[src/rtl/pbc_pkg.sv]
// Shared constants and types for the point versus box contact block.
package pbc_pkg;

	// Default coordinate width in bits (signed Q16.16 at 32).
	localparam int COORD_BITS_DEF = 32;

	// Encodings of one normal component.
	localparam logic signed [1:0] NORM_ZERO = 2'sb00;
	localparam logic signed [1:0] NORM_POS  = 2'sb01;
	localparam logic signed [1:0] NORM_NEG  = 2'sb11;

	// Axis of least overlap.
	typedef enum logic [1:0] {
		AXIS_X = 2'd0,
		AXIS_Y = 2'd1,
		AXIS_Z = 2'd2
	} axis_t;

endpackage

[src/rtl/pbc_axis.sv]
// Per-axis offset, overlap and saturated face coordinate.
module pbc_axis #(
	parameter int COORD_BITS = pbc_pkg::COORD_BITS_DEF
) (
	input  logic signed [COORD_BITS-1:0] pt,
	input  logic signed [COORD_BITS-1:0] bc,
	input  logic        [COORD_BITS-2:0] hs,
	output logic signed [COORD_BITS-1:0] pt_o,
	output logic signed [COORD_BITS+1:0] ov,
	output logic                         neg,
	output logic signed [COORD_BITS-1:0] face
);
	localparam int C = COORD_BITS;

	logic signed [C:0]   delta;
	logic signed [C:0]   face_plus;
	logic signed [C:0]   face_minus;
	logic signed [C:0]   face_raw;
	logic signed [C-1:0] face_sat;
	logic signed [C+1:0] delta_w;
	logic signed [C+1:0] hs_w;

	// The face on the side the point lies; a zero offset counts as positive.
	always_comb begin
		delta      = {pt[C-1], pt} - {bc[C-1], bc};
		face_plus  = {bc[C-1], bc} + {2'b00, hs};
		face_minus = {bc[C-1], bc} - {2'b00, hs};
		face_raw   = delta[C] ? face_minus : face_plus;
		if (face_raw[C] != face_raw[C-1]) begin
			face_sat = face_raw[C] ? {1'b1, {(C-1){1'b0}}} : {1'b0, {(C-1){1'b1}}};
		end else begin
			face_sat = face_raw[C-1:0];
		end
	end

	// Overlap is the half-size less the offset magnitude, one add either way.
	always_comb begin
		delta_w = {delta[C], delta};
		hs_w    = {3'b000, hs};
		ov      = delta[C] ? (hs_w + delta_w) : (hs_w - delta_w);
	end

	assign pt_o = pt;
	assign neg  = delta[C];
	assign face = face_sat;

endmodule

[src/rtl/pbc_select.sv]
// Overlap flags, least-overlap axis choice and the registered result.
module pbc_select #(
	parameter int COORD_BITS = pbc_pkg::COORD_BITS_DEF
) (
	input  logic                         clk,
	input  logic                         arst_n,
	input  logic                         vld,
	input  logic signed [COORD_BITS-1:0] pt   [3],
	input  logic signed [COORD_BITS+1:0] ov   [3],
	input  logic                         neg  [3],
	input  logic signed [COORD_BITS-1:0] face [3],
	output logic                         done,
	output logic                         touching,
	output logic                         hit,
	output logic signed [COORD_BITS-1:0] contact [3],
	output logic signed [1:0]            normal  [3],
	output logic signed [COORD_BITS-1:0] push    [3]
);
	import pbc_pkg::*;

	localparam int C = COORD_BITS;

	logic                touch_c;
	logic                hit_c;
	axis_t               ax;
	logic signed [C+1:0] ov_neg;
	logic signed [C-1:0] contact_c [3];
	logic signed [1:0]   normal_c  [3];
	logic signed [C-1:0] push_c    [3];
	logic                done_q;
	logic                touch_q;
	logic                hit_q;
	logic signed [C-1:0] contact_q [3];
	logic signed [1:0]   normal_q  [3];
	logic signed [C-1:0] push_q    [3];

	always_comb begin
		touch_c = (ov[0] >= 0) && (ov[1] >= 0) && (ov[2] >= 0);
		hit_c   = (ov[0] > 0) && (ov[1] > 0) && (ov[2] > 0);
		// Any tie for the least overlap selects axis X, even a tie between Y and Z.
		priority if ((ov[2] < ov[0]) && (ov[2] < ov[1])) begin
			ax = AXIS_Z;
		end else if ((ov[1] < ov[0]) && (ov[1] < ov[2])) begin
			ax = AXIS_Y;
		end else begin
			ax = AXIS_X;
		end
		ov_neg = -ov[ax];
		for (int a = 0; a < 3; a++) begin
			contact_c[a] = '0;
			normal_c[a]  = NORM_ZERO;
			push_c[a]    = '0;
			if (hit_c) begin
				contact_c[a] = pt[a];
			end
		end
		if (hit_c) begin
			contact_c[ax] = face[ax];
			normal_c[ax]  = neg[ax] ? NORM_NEG : NORM_POS;
			push_c[ax]    = neg[ax] ? ov_neg[C-1:0] : ov[ax][C-1:0];
		end
	end

	always_ff @(posedge clk or negedge arst_n) begin
		if (!arst_n) begin
			done_q <= 1'b0;
		end else begin
			done_q <= vld;
		end
	end

	always_ff @(posedge clk) begin
		touch_q   <= touch_c;
		hit_q     <= hit_c;
		contact_q <= contact_c;
		normal_q  <= normal_c;
		push_q    <= push_c;
	end

	assign done     = done_q;
	assign touching = touch_q;
	assign hit      = hit_q;
	assign contact  = contact_q;
	assign normal   = normal_q;
	assign push     = push_q;

endmodule

[src/rtl/point_box_contact.sv]
// Top level of the point versus axis-aligned box contact test.
//
// Each transaction carries a point and a box (centre and half-sizes) in signed
// fixed point and returns one result: an inclusive touching flag, a strict hit
// flag, and on a hit the contact point on the face of least overlap, a unit
// normal and a resolve vector; without a hit every contact, normal and push
// field is zero. The block has one input register and one result register with
// short combinational logic between them (per-axis offset and overlap, then the
// axis choice), and never raises busy, so a transaction may be started in every
// cycle. The result of a transaction accepted at one rising edge is put on the
// result ports with done high at the next rising edge and stays there for
// exactly one cycle; results come out in the order their transactions went in.
// The receiver cannot stall the result; it must take each one in the cycle done
// is high.
module point_box_contact #(
	parameter int COORD_BITS = pbc_pkg::COORD_BITS_DEF
) (
	input  logic                         clk,
	input  logic                         arst_n,
	input  logic                         start,
	output logic                         busy,
	input  logic signed [COORD_BITS-1:0] point_x,
	input  logic signed [COORD_BITS-1:0] point_y,
	input  logic signed [COORD_BITS-1:0] point_z,
	input  logic signed [COORD_BITS-1:0] box_x,
	input  logic signed [COORD_BITS-1:0] box_y,
	input  logic signed [COORD_BITS-1:0] box_z,
	input  logic        [COORD_BITS-2:0] half_x,
	input  logic        [COORD_BITS-2:0] half_y,
	input  logic        [COORD_BITS-2:0] half_z,
	output logic                         done,
	output logic                         touching,
	output logic                         hit,
	output logic signed [COORD_BITS-1:0] contact_x,
	output logic signed [COORD_BITS-1:0] contact_y,
	output logic signed [COORD_BITS-1:0] contact_z,
	output logic signed [1:0]            normal_x,
	output logic signed [1:0]            normal_y,
	output logic signed [1:0]            normal_z,
	output logic signed [COORD_BITS-1:0] push_x,
	output logic signed [COORD_BITS-1:0] push_y,
	output logic signed [COORD_BITS-1:0] push_z
);
	import pbc_pkg::*;

	localparam int C = COORD_BITS;

	// Input register stage. Only the valid bit is reset.
	logic                vld_s1;
	logic signed [C-1:0] pt_s1 [3];
	logic signed [C-1:0] bc_s1 [3];
	logic        [C-2:0] hs_s1 [3];

	// Per-axis results, combinational from the input register.
	logic signed [C-1:0] ax_pt   [3];
	logic signed [C+1:0] ax_ov   [3];
	logic                ax_neg  [3];
	logic signed [C-1:0] ax_face [3];

	logic signed [C-1:0] contact [3];
	logic signed [1:0]   normal  [3];
	logic signed [C-1:0] push    [3];

	// The pipeline never stalls, so a new transaction is taken every cycle.
	assign busy = 1'b0;

	always_ff @(posedge clk or negedge arst_n) begin
		if (!arst_n) begin
			vld_s1 <= 1'b0;
		end else begin
			vld_s1 <= start && !busy;
		end
	end

	always_ff @(posedge clk) begin
		pt_s1[0] <= point_x;
		pt_s1[1] <= point_y;
		pt_s1[2] <= point_z;
		bc_s1[0] <= box_x;
		bc_s1[1] <= box_y;
		bc_s1[2] <= box_z;
		hs_s1[0] <= half_x;
		hs_s1[1] <= half_y;
		hs_s1[2] <= half_z;
	end

	// One offset and overlap unit for each axis.
	for (genvar a = 0; a < 3; a++) begin : g_axis
		pbc_axis #(
			.COORD_BITS(C)
		) u_axis (
			.pt   (pt_s1[a]),
			.bc   (bc_s1[a]),
			.hs   (hs_s1[a]),
			.pt_o (ax_pt[a]),
			.ov   (ax_ov[a]),
			.neg  (ax_neg[a]),
			.face (ax_face[a])
		);
	end

	// Flags, axis choice and the result register.
	pbc_select #(
		.COORD_BITS(C)
	) u_select (
		.clk      (clk),
		.arst_n   (arst_n),
		.vld      (vld_s1),
		.pt       (ax_pt),
		.ov       (ax_ov),
		.neg      (ax_neg),
		.face     (ax_face),
		.done     (done),
		.touching (touching),
		.hit      (hit),
		.contact  (contact),
		.normal   (normal),
		.push     (push)
	);

	assign contact_x = contact[0];
	assign contact_y = contact[1];
	assign contact_z = contact[2];
	assign normal_x  = normal[0];
	assign normal_y  = normal[1];
	assign normal_z  = normal[2];
	assign push_x    = push[0];
	assign push_y    = push[1];
	assign push_z    = push[2];

	// A strict hit always implies the point touches the box.
	a_hit_touch: assert property (@(posedge clk) disable iff (!arst_n)
		done && hit |-> touching)
		else $error("hit reported without touching");

	// Without a hit all geometric outputs are zero.
	a_miss_zero: assert property (@(posedge clk) disable iff (!arst_n)
		done && !hit |-> contact_x == 0 && contact_y == 0 && contact_z == 0 &&
			normal_x == NORM_ZERO && normal_y == NORM_ZERO && normal_z == NORM_ZERO &&
			push_x == 0 && push_y == 0 && push_z == 0)
		else $error("nonzero contact outputs without a hit");

	// Exactly one normal component is set on a hit.
	a_one_normal: assert property (@(posedge clk) disable iff (!arst_n)
		done && hit |-> $countones({normal_x != NORM_ZERO, normal_y != NORM_ZERO,
			normal_z != NORM_ZERO}) == 1)
		else $error("normal does not name exactly one axis");

	// Every accepted transaction must be followed by its result strobe.
	a_latency: assert property (@(posedge clk) disable iff (!arst_n)
		start && !busy |-> ##2 done)
		else $error("result strobe missing after start");

endmodule
[config.mk]
export PLATFORM = sky130hd
export DESIGN_NAME = point_box_contact
export DESIGN_NICKNAME = d
export VERILOG_FILES = /design/src/rtl/pbc_pkg.sv /design/src/rtl/pbc_axis.sv /design/src/rtl/pbc_select.sv /design/src/rtl/point_box_contact.sv
export SDC_FILE = /design/constraint.sdc
export NUM_CORES = 2
export LEC_CHECK = 0
export BUFFER_PORTS_ARGS = -buffer_cell sky130_fd_sc_hd__buf_2
export CAP_MARGIN = 20
export CORE_MARGIN = 2
export CORE_UTILIZATION = 40
export DETAILED_ROUTE_END_ITERATION = 10
export GPL_TIMING_DRIVEN = 0
export PLACE_DENSITY = 0.64
export SETUP_SLACK_MARGIN = 0.15
export SYNTH_ARGS = -nofsm -noshare
export SYNTH_HDL_FRONTEND = slang
export SYNTH_SLANG_ARGS = --single-unit
[constraint.sdc]
create_clock -name clk -period 15.3 [get_ports clk]
set_clock_uncertainty 0.05 [all_clocks]
set_input_delay 0.765 -clock clk [delete_from_list [all_inputs] [get_ports clk]]
set_output_delay 0.765 -clock clk [all_outputs]
set_load 0.02 [all_outputs]
* After elaboration in Yosys (flattened, before gate mapping) *
Memory sizes are Yosys's and may differ from the RTL's.
Cells that the tools add are included.

word-level totals
  bits in registers = 202
  bits of input ports = 288
  output and inout bits = 202
  logic and storage cells = 91
  RAM bits = 285
  memories kept = 3

operators by class
  reduce and logical (&&, ||, !) cells = 7
  equal/unequal tests = 3
  mux-type cells = 34
  $add $sub $neg = 16
  bitwise logic cells = 3
  $lt $le $gt $ge = 12

memories
  memory  words  width  rd ports  clocked after Yosys merged registers in  wr ports  line                     source
  bc_s1   3      32     3         0                                        3         point_box_contact.sv:51  logic signed [C-1:0] bc_s1 [3];
  pt_s1   3      32     3         0                                        3         point_box_contact.sv:50  logic signed [C-1:0] pt_s1 [3];
  hs_s1   3      31     3         0                                        3         point_box_contact.sv:52  logic [C-2:0] hs_s1 [3];

operator list
  kind                 count
  $mux 32              15
  $sub 32x32->33       6
  $lt 34x34->1         4
  $add 32x33->34       3
  $ge 34x1->1 const B  3
  $gt 34x1->1 const B  3
  $mux 34              3
  $sub 32x33->34       3
  $add 32x32->33       3
  $mux 33              3
  $and 96x96->96       1
  $bwmux 96            1
  $mux 96              1
  $bmux 34 s2          1
  $bmux 32 s2          1
  $demux 32 s2         1
  $neg 32->32          1
  $logic_and 1x1->1    7
  $and 6x6->6          1
  $mux 2               3
  $demux 2 s2          1
  $ge 3x3->1 const B   1
  $lt 3x1->1 const B   1
  $mux 1               3
  other kinds (3)      5

* Logic depth before layout (Yosys ltp) *
An unclocked memory read counts as a cell.

  word-level depth = 15
  depth in mapped cells = 57
  gate-level depth less buffers = 51

* Modules after synthesis *
A second synthesis with hierarchy kept.

unflattened totals
  cells, all modules = 4592
  area total of the unflattened synthesis = 37158.1 µm²

modules (own cells, without submodules)
  module                           cells an instance  instances  area each (µm²)  sequential area each (µm²)
  pbc_axis (g_axis[1].u_axis ...)  1021               2          7221.9           0.0
  pbc_select                       1242               1          9995.8           4028.9
  pbc_axis (g_axis[0].u_axis)      1020               1          6976.7           0.0
  point_box_contact                288                1          5741.8           5730.5

* Least setup slack after synthesis *
OpenSTA, ideal clock, no wires.

  path type = flip-flop to flip-flop
  from = mem pt_s1[0][64] in the netlist's numbering
  to = reg u_select.push_q, in the netlist u_select.push[94]
  setup time = 0.126 ns
  clock period less this slack = 11.329 ns
  cell stages (with the launch flop) = 51
  data required time = 15.124 ns
  data arrival time = 11.152 ns
  slack = 3.971 ns
  buffers on the path = 7
  path through = dfxtp_1 inv_1 ha_1 fa_1 nand2b_1 a21oi_1 o41a_1 a221o_1 a21bo_2 a31oi_1 a211o_1 a31oi_1 a21oi_1 nor2b_1 o41ai_1 clkbuf_1 nor2_1 xor2_1 (+15 left out) maj3_1 nor4_1 or3_1 buf_2 and3_1 buf_2 buf_1 buf_1 buf_1 nand2_1 a31oi_1 ha_1 a21boi_0 and4b_1 buf_2 a41o_1 xor2_1 nor2_1

RTL lines
  element               line                     source
  start, declared       point_box_contact.sv:50
  end signal, assigned  pbc_select.sv:77         push_q <= push_c;
  end, declared         pbc_select.sv:35         logic signed [C-1:0] push_q [3];

==> run_results.csv <==
group,metric,value,unit
status,status,"finished clean",
detailed_routing,drc_errors,0,
timing,rsz0062_at_grt,"no",
logic_synthesis,netlist_area,0.0347,mm2
floorplanning,rows,108,
run,maxCapViolations,0,
global_route,antenna_found_initial,2,
placement,port_buffers,488,
logic_synthesis,synth.distinct_cells,92,
critical_path,required,15.74,ns
global_route,use_met3,3.83,%
critical_path,max_stage_delay,0.74,ns
timing,final-setup-viol-count,0,
global_route,grtUsageMet2,43.1,%
clock_tree,cts_setup_buffers,0,
layout,drive_gt1_share,13.5,%
power_and_ir_drop,p_leak,18.8,nW
timing,worst_slew_pin_slew,1.20,ns
power_and_ir_drop,p_switching,5.02,mW
timing,relSlewSlack,17.9,%
clock_tree,cts.sinks,487,
layout,nets,5527,
layout,fin_area,0.0404,mm2
power_and_ir_drop,cellInternalPower,4.13,mW
global_route,grtUsageTotal,25.9,%
placement,dp_slack,-0.914,ns
logic_synthesis,synth_edf_count,0,
logic_synthesis,synth_seq_cells,487,
detailed_routing,viasPerCell,5.45,
detailed_routing,drt_wl_total,119000,um
worst_hold_path,min_path_type,"input port to register",
logic_synthesis,syn_nets,4980,
timing,max_freq,0.0691,GHz
logic_synthesis,syn-instance-count,4297,
layout,final_cell_count_no_fill,6038,
placement,placed_cell_area,0.0387,mm2
timing,fin_crit,14.48,ns
power_and_ir_drop,switching_share,54.9,%
power_and_ir_drop,peakVddDrop,0.000155,V
placement,hpwl,98500,um
floorplanning,start_util,40.2,%
global_route,overflow,0,
layout,diodes,0,
clock_tree,cts_inserted_buffers,49,
floorplanning,core_area,0.0865,mm2
timing,fin_ws,0.825,ns
logic_synthesis,synthFlopType,"dfxtp_1",
critical_path,arrival,14.91,ns
critical_path,crit_fanout,10,
power_and_ir_drop,clockPowerShare,12.9,%
logic_synthesis,yosysSeqAreaShare,28.1,%
worst_hold_path,holdPathStages,1,
detailed_routing,dr.pass1.iters,5,
critical_path,cpMostUsedCell,"a21o_1",
floorplanning,die_h,299,um
power_and_ir_drop,p_comb_share,71.9,%
floorplanning,die_x,299,um
layout,area_growth,16.2,%
global_route,busiest_layer,"met2",
detailed_routing,postRouteAntennaNets,0,
clock_tree,cts_root_buf,"clkbuf_16",
detailed_routing,drtIter0Drc,2243,
clock_tree,htree_levels,2,
critical_path,critPathKind,"register to register",
logic_synthesis,avgSynthCellArea,8.08,um2
logic_synthesis,yosysWarningCount,0,
clock_tree,cts_tree,"yes",
critical_path,r2r_cells,51,
power_and_ir_drop,power.total,9.15,mW
timing,final_hold_viol_count,0,
detailed_routing,num_vias,32900,
clock_tree,clock_path_buffers,3,
clock_tree,clk_pin_slew,0.08,ns
logic_synthesis,async_reset_ff_share,0.411,%
global_route,grt_util_met1,34.4,%
global_route,grt_max_degree,20,
placement,dpl.cell_count,5947,
layout,fin_util,46.7,%
power_and_ir_drop,pwr-share-seq,15.2,%
critical_path,cp-start-kind,"register",
critical_path,reg2reg_setup_slack,0.82,ns
timing,finalCritPeriodShare,94.6,%
floorplanning,dieArea,0.0892,mm2
timing,maxSlewViolCount,0,
clock_tree,insertion_delay,0.65,ns
global_route,grt_pass1_vias,31400,
critical_path,cp_slowest_cell,"buf_1",
detailed_routing,routedWlPerCell,19.7,um
placement,place_congestion,0.988,
critical_path,end_kind,"register",
floorplanning,ios,490,
global_route,grt_pass1_wl,181000,um
power_and_ir_drop,power.density,227,mW/mm2
[state kept, by name, indices dropped and copies added (netlist names)]
name	cells
u_select.hit	1
u_select.done	1
bc_s1	96
vld_s1	1
u_select.touching	1
u_select.contact	96
u_select.normal	6
u_select.push	96
pt_s1	96
hs_s1	93
[power by group through the flow]
stage,logic (mW),clock network (mW),registers (mW)
6_report,6.58,1.18,1.39
5_1_grt,7.18,1.26,1.39
4_1_cts,6.48,1.21,1.39
3_5_place_dp,6.43,0,1.42
3_3_place_gp,6.36,0,1.42
2_1_floorplan,4.25,0,1.42
[routing by layer]
metal / up-vias / wire length (um) / part of all wire (%)
met4: 2 / 3500 / 2.9
met2: 1014 / 54500 / 46
met5: - / 13 / 0.011
li1: 16400 / - / -
met3: 189 / 7240 / 6.1
met1: 15300 / 53800 / 45
[placed cells by master, fill, tap and decap left out, types with 25 or more instances in the layout]
master     instances
clkbuf_16         51
o31ai_1           44
o211ai_1          25
clkbuf_1          92
buf_2            506
o21bai_1          32
and3_1            33
nor2_1           419
inv_1            284
a21oi_1          390
xnor2_1          278
a31oi_1           46
o21ai_0          289
or3_1             27
xor2_1           181
ha_1             386
a211oi_1          89
dfxtp_1          485
nand4_1           39
o21a_1            57
nand2_1          280
a21o_1           127
nand2b_1          67
nor2b_1           48
nand3_1           72
nor4_1            34
nor3_1            93
[cells by family after synthesis]
family,Yosys count,synth area share [%]
multiplexers,20,0.587
flip-flops,487,28.1
adder cells (fa/ha/maj),398,14.5
other,1,0.0108
AO/OA/AOI/OAI,1287,23.6
buffers and inverters,405,4.45
AND/OR/NAND/NOR,1235,17.0
XOR/XNOR,464,11.7
[worst max-delay path, delay by kind of cell (launching register included)]
kind            cells  cell delay, ns
flops               1            0.31
xor+xnor            2            1.02
fa+ha+maj           7            2.02
buf+inv             9            3.53
compound gates     24            5.42
simple gates        9            1.94
[final cells by class]
type	instances	area, um2
multi-input combinational	3405	23500
tap	1155	1450
buffer	119	499
clock inverter	22	180
inverter	284	1070
clock buffer	68	1390
fill	8765	46100
timing repair buffer	498	2530
sequential	487	9760
[stage by stage]
stage	hold slack, ns	TNS (ns)
3_3_place_gp	0.283	-18.87
4_1_cts	0.132	0
6_report	0.176	0
2_1_floorplan	0.281	0
3_5_place_dp	0.286	-18.70
5_1_grt	0.159	0
[final timing paths]
| kind | startpoint | to |
|---|---|---|
| min reg2reg | vld_s1 | u_select.done |
| min | box_y[28] | bc_s1[0][60] |
| max in group asynchronous | arst_n | u_select.done |
| max | pt_s1[0][32] | u_select.push[80] |
| max reg2reg | pt_s1[0][32] | u_select.push[80] |
| min in group asynchronous | arst_n | vld_s1 |
[cells in the mapped netlist (10+ instances only)]
cell	count	area [um2]
mux2i_1	17	170
or4_1	20	150
nand3_1	72	360
ha_1	386	4830
o21a_1	57	428
xor2_1	182	1590
nor3_1	93	465
o21bai_1	32	240
o31ai_1	44	330
a211o_1	14	123
a21oi_1	391	1960
xnor2_1	282	2470
or2_2	23	144
or3_1	27	169
o21ai_0	289	1450
buf_2	15	75.1
nand2b_1	67	419
and4_1	10	87.6
inv_1	284	1070
nor3b_1	12	90.1
nor2b_1	48	300
o41ai_1	15	131
a31oi_1	46	288
and2_1	22	138
dfxtp_1	485	9710
a21boi_0	14	105
a211oi_1	89	668
nor4_1	35	219
clkbuf_1	90	338
nor2_1	419	1570
a21o_1	127	953
o211ai_1	25	188
nand4_1	39	244
a41oi_1	12	105
nand3b_1	12	90.1
and3_1	33	206
nand2_1	280	1050
buf_1	14	52.6
[what timing repair did]
action                                  in CTS  in global routing
endpoints found under the setup margin      42                 48
hold endpoints to repair                     2                  0
hold buffers                                 1                  0
resized for setup                            7                 25
No activity file was read; power rests on OpenSTA's default activity.
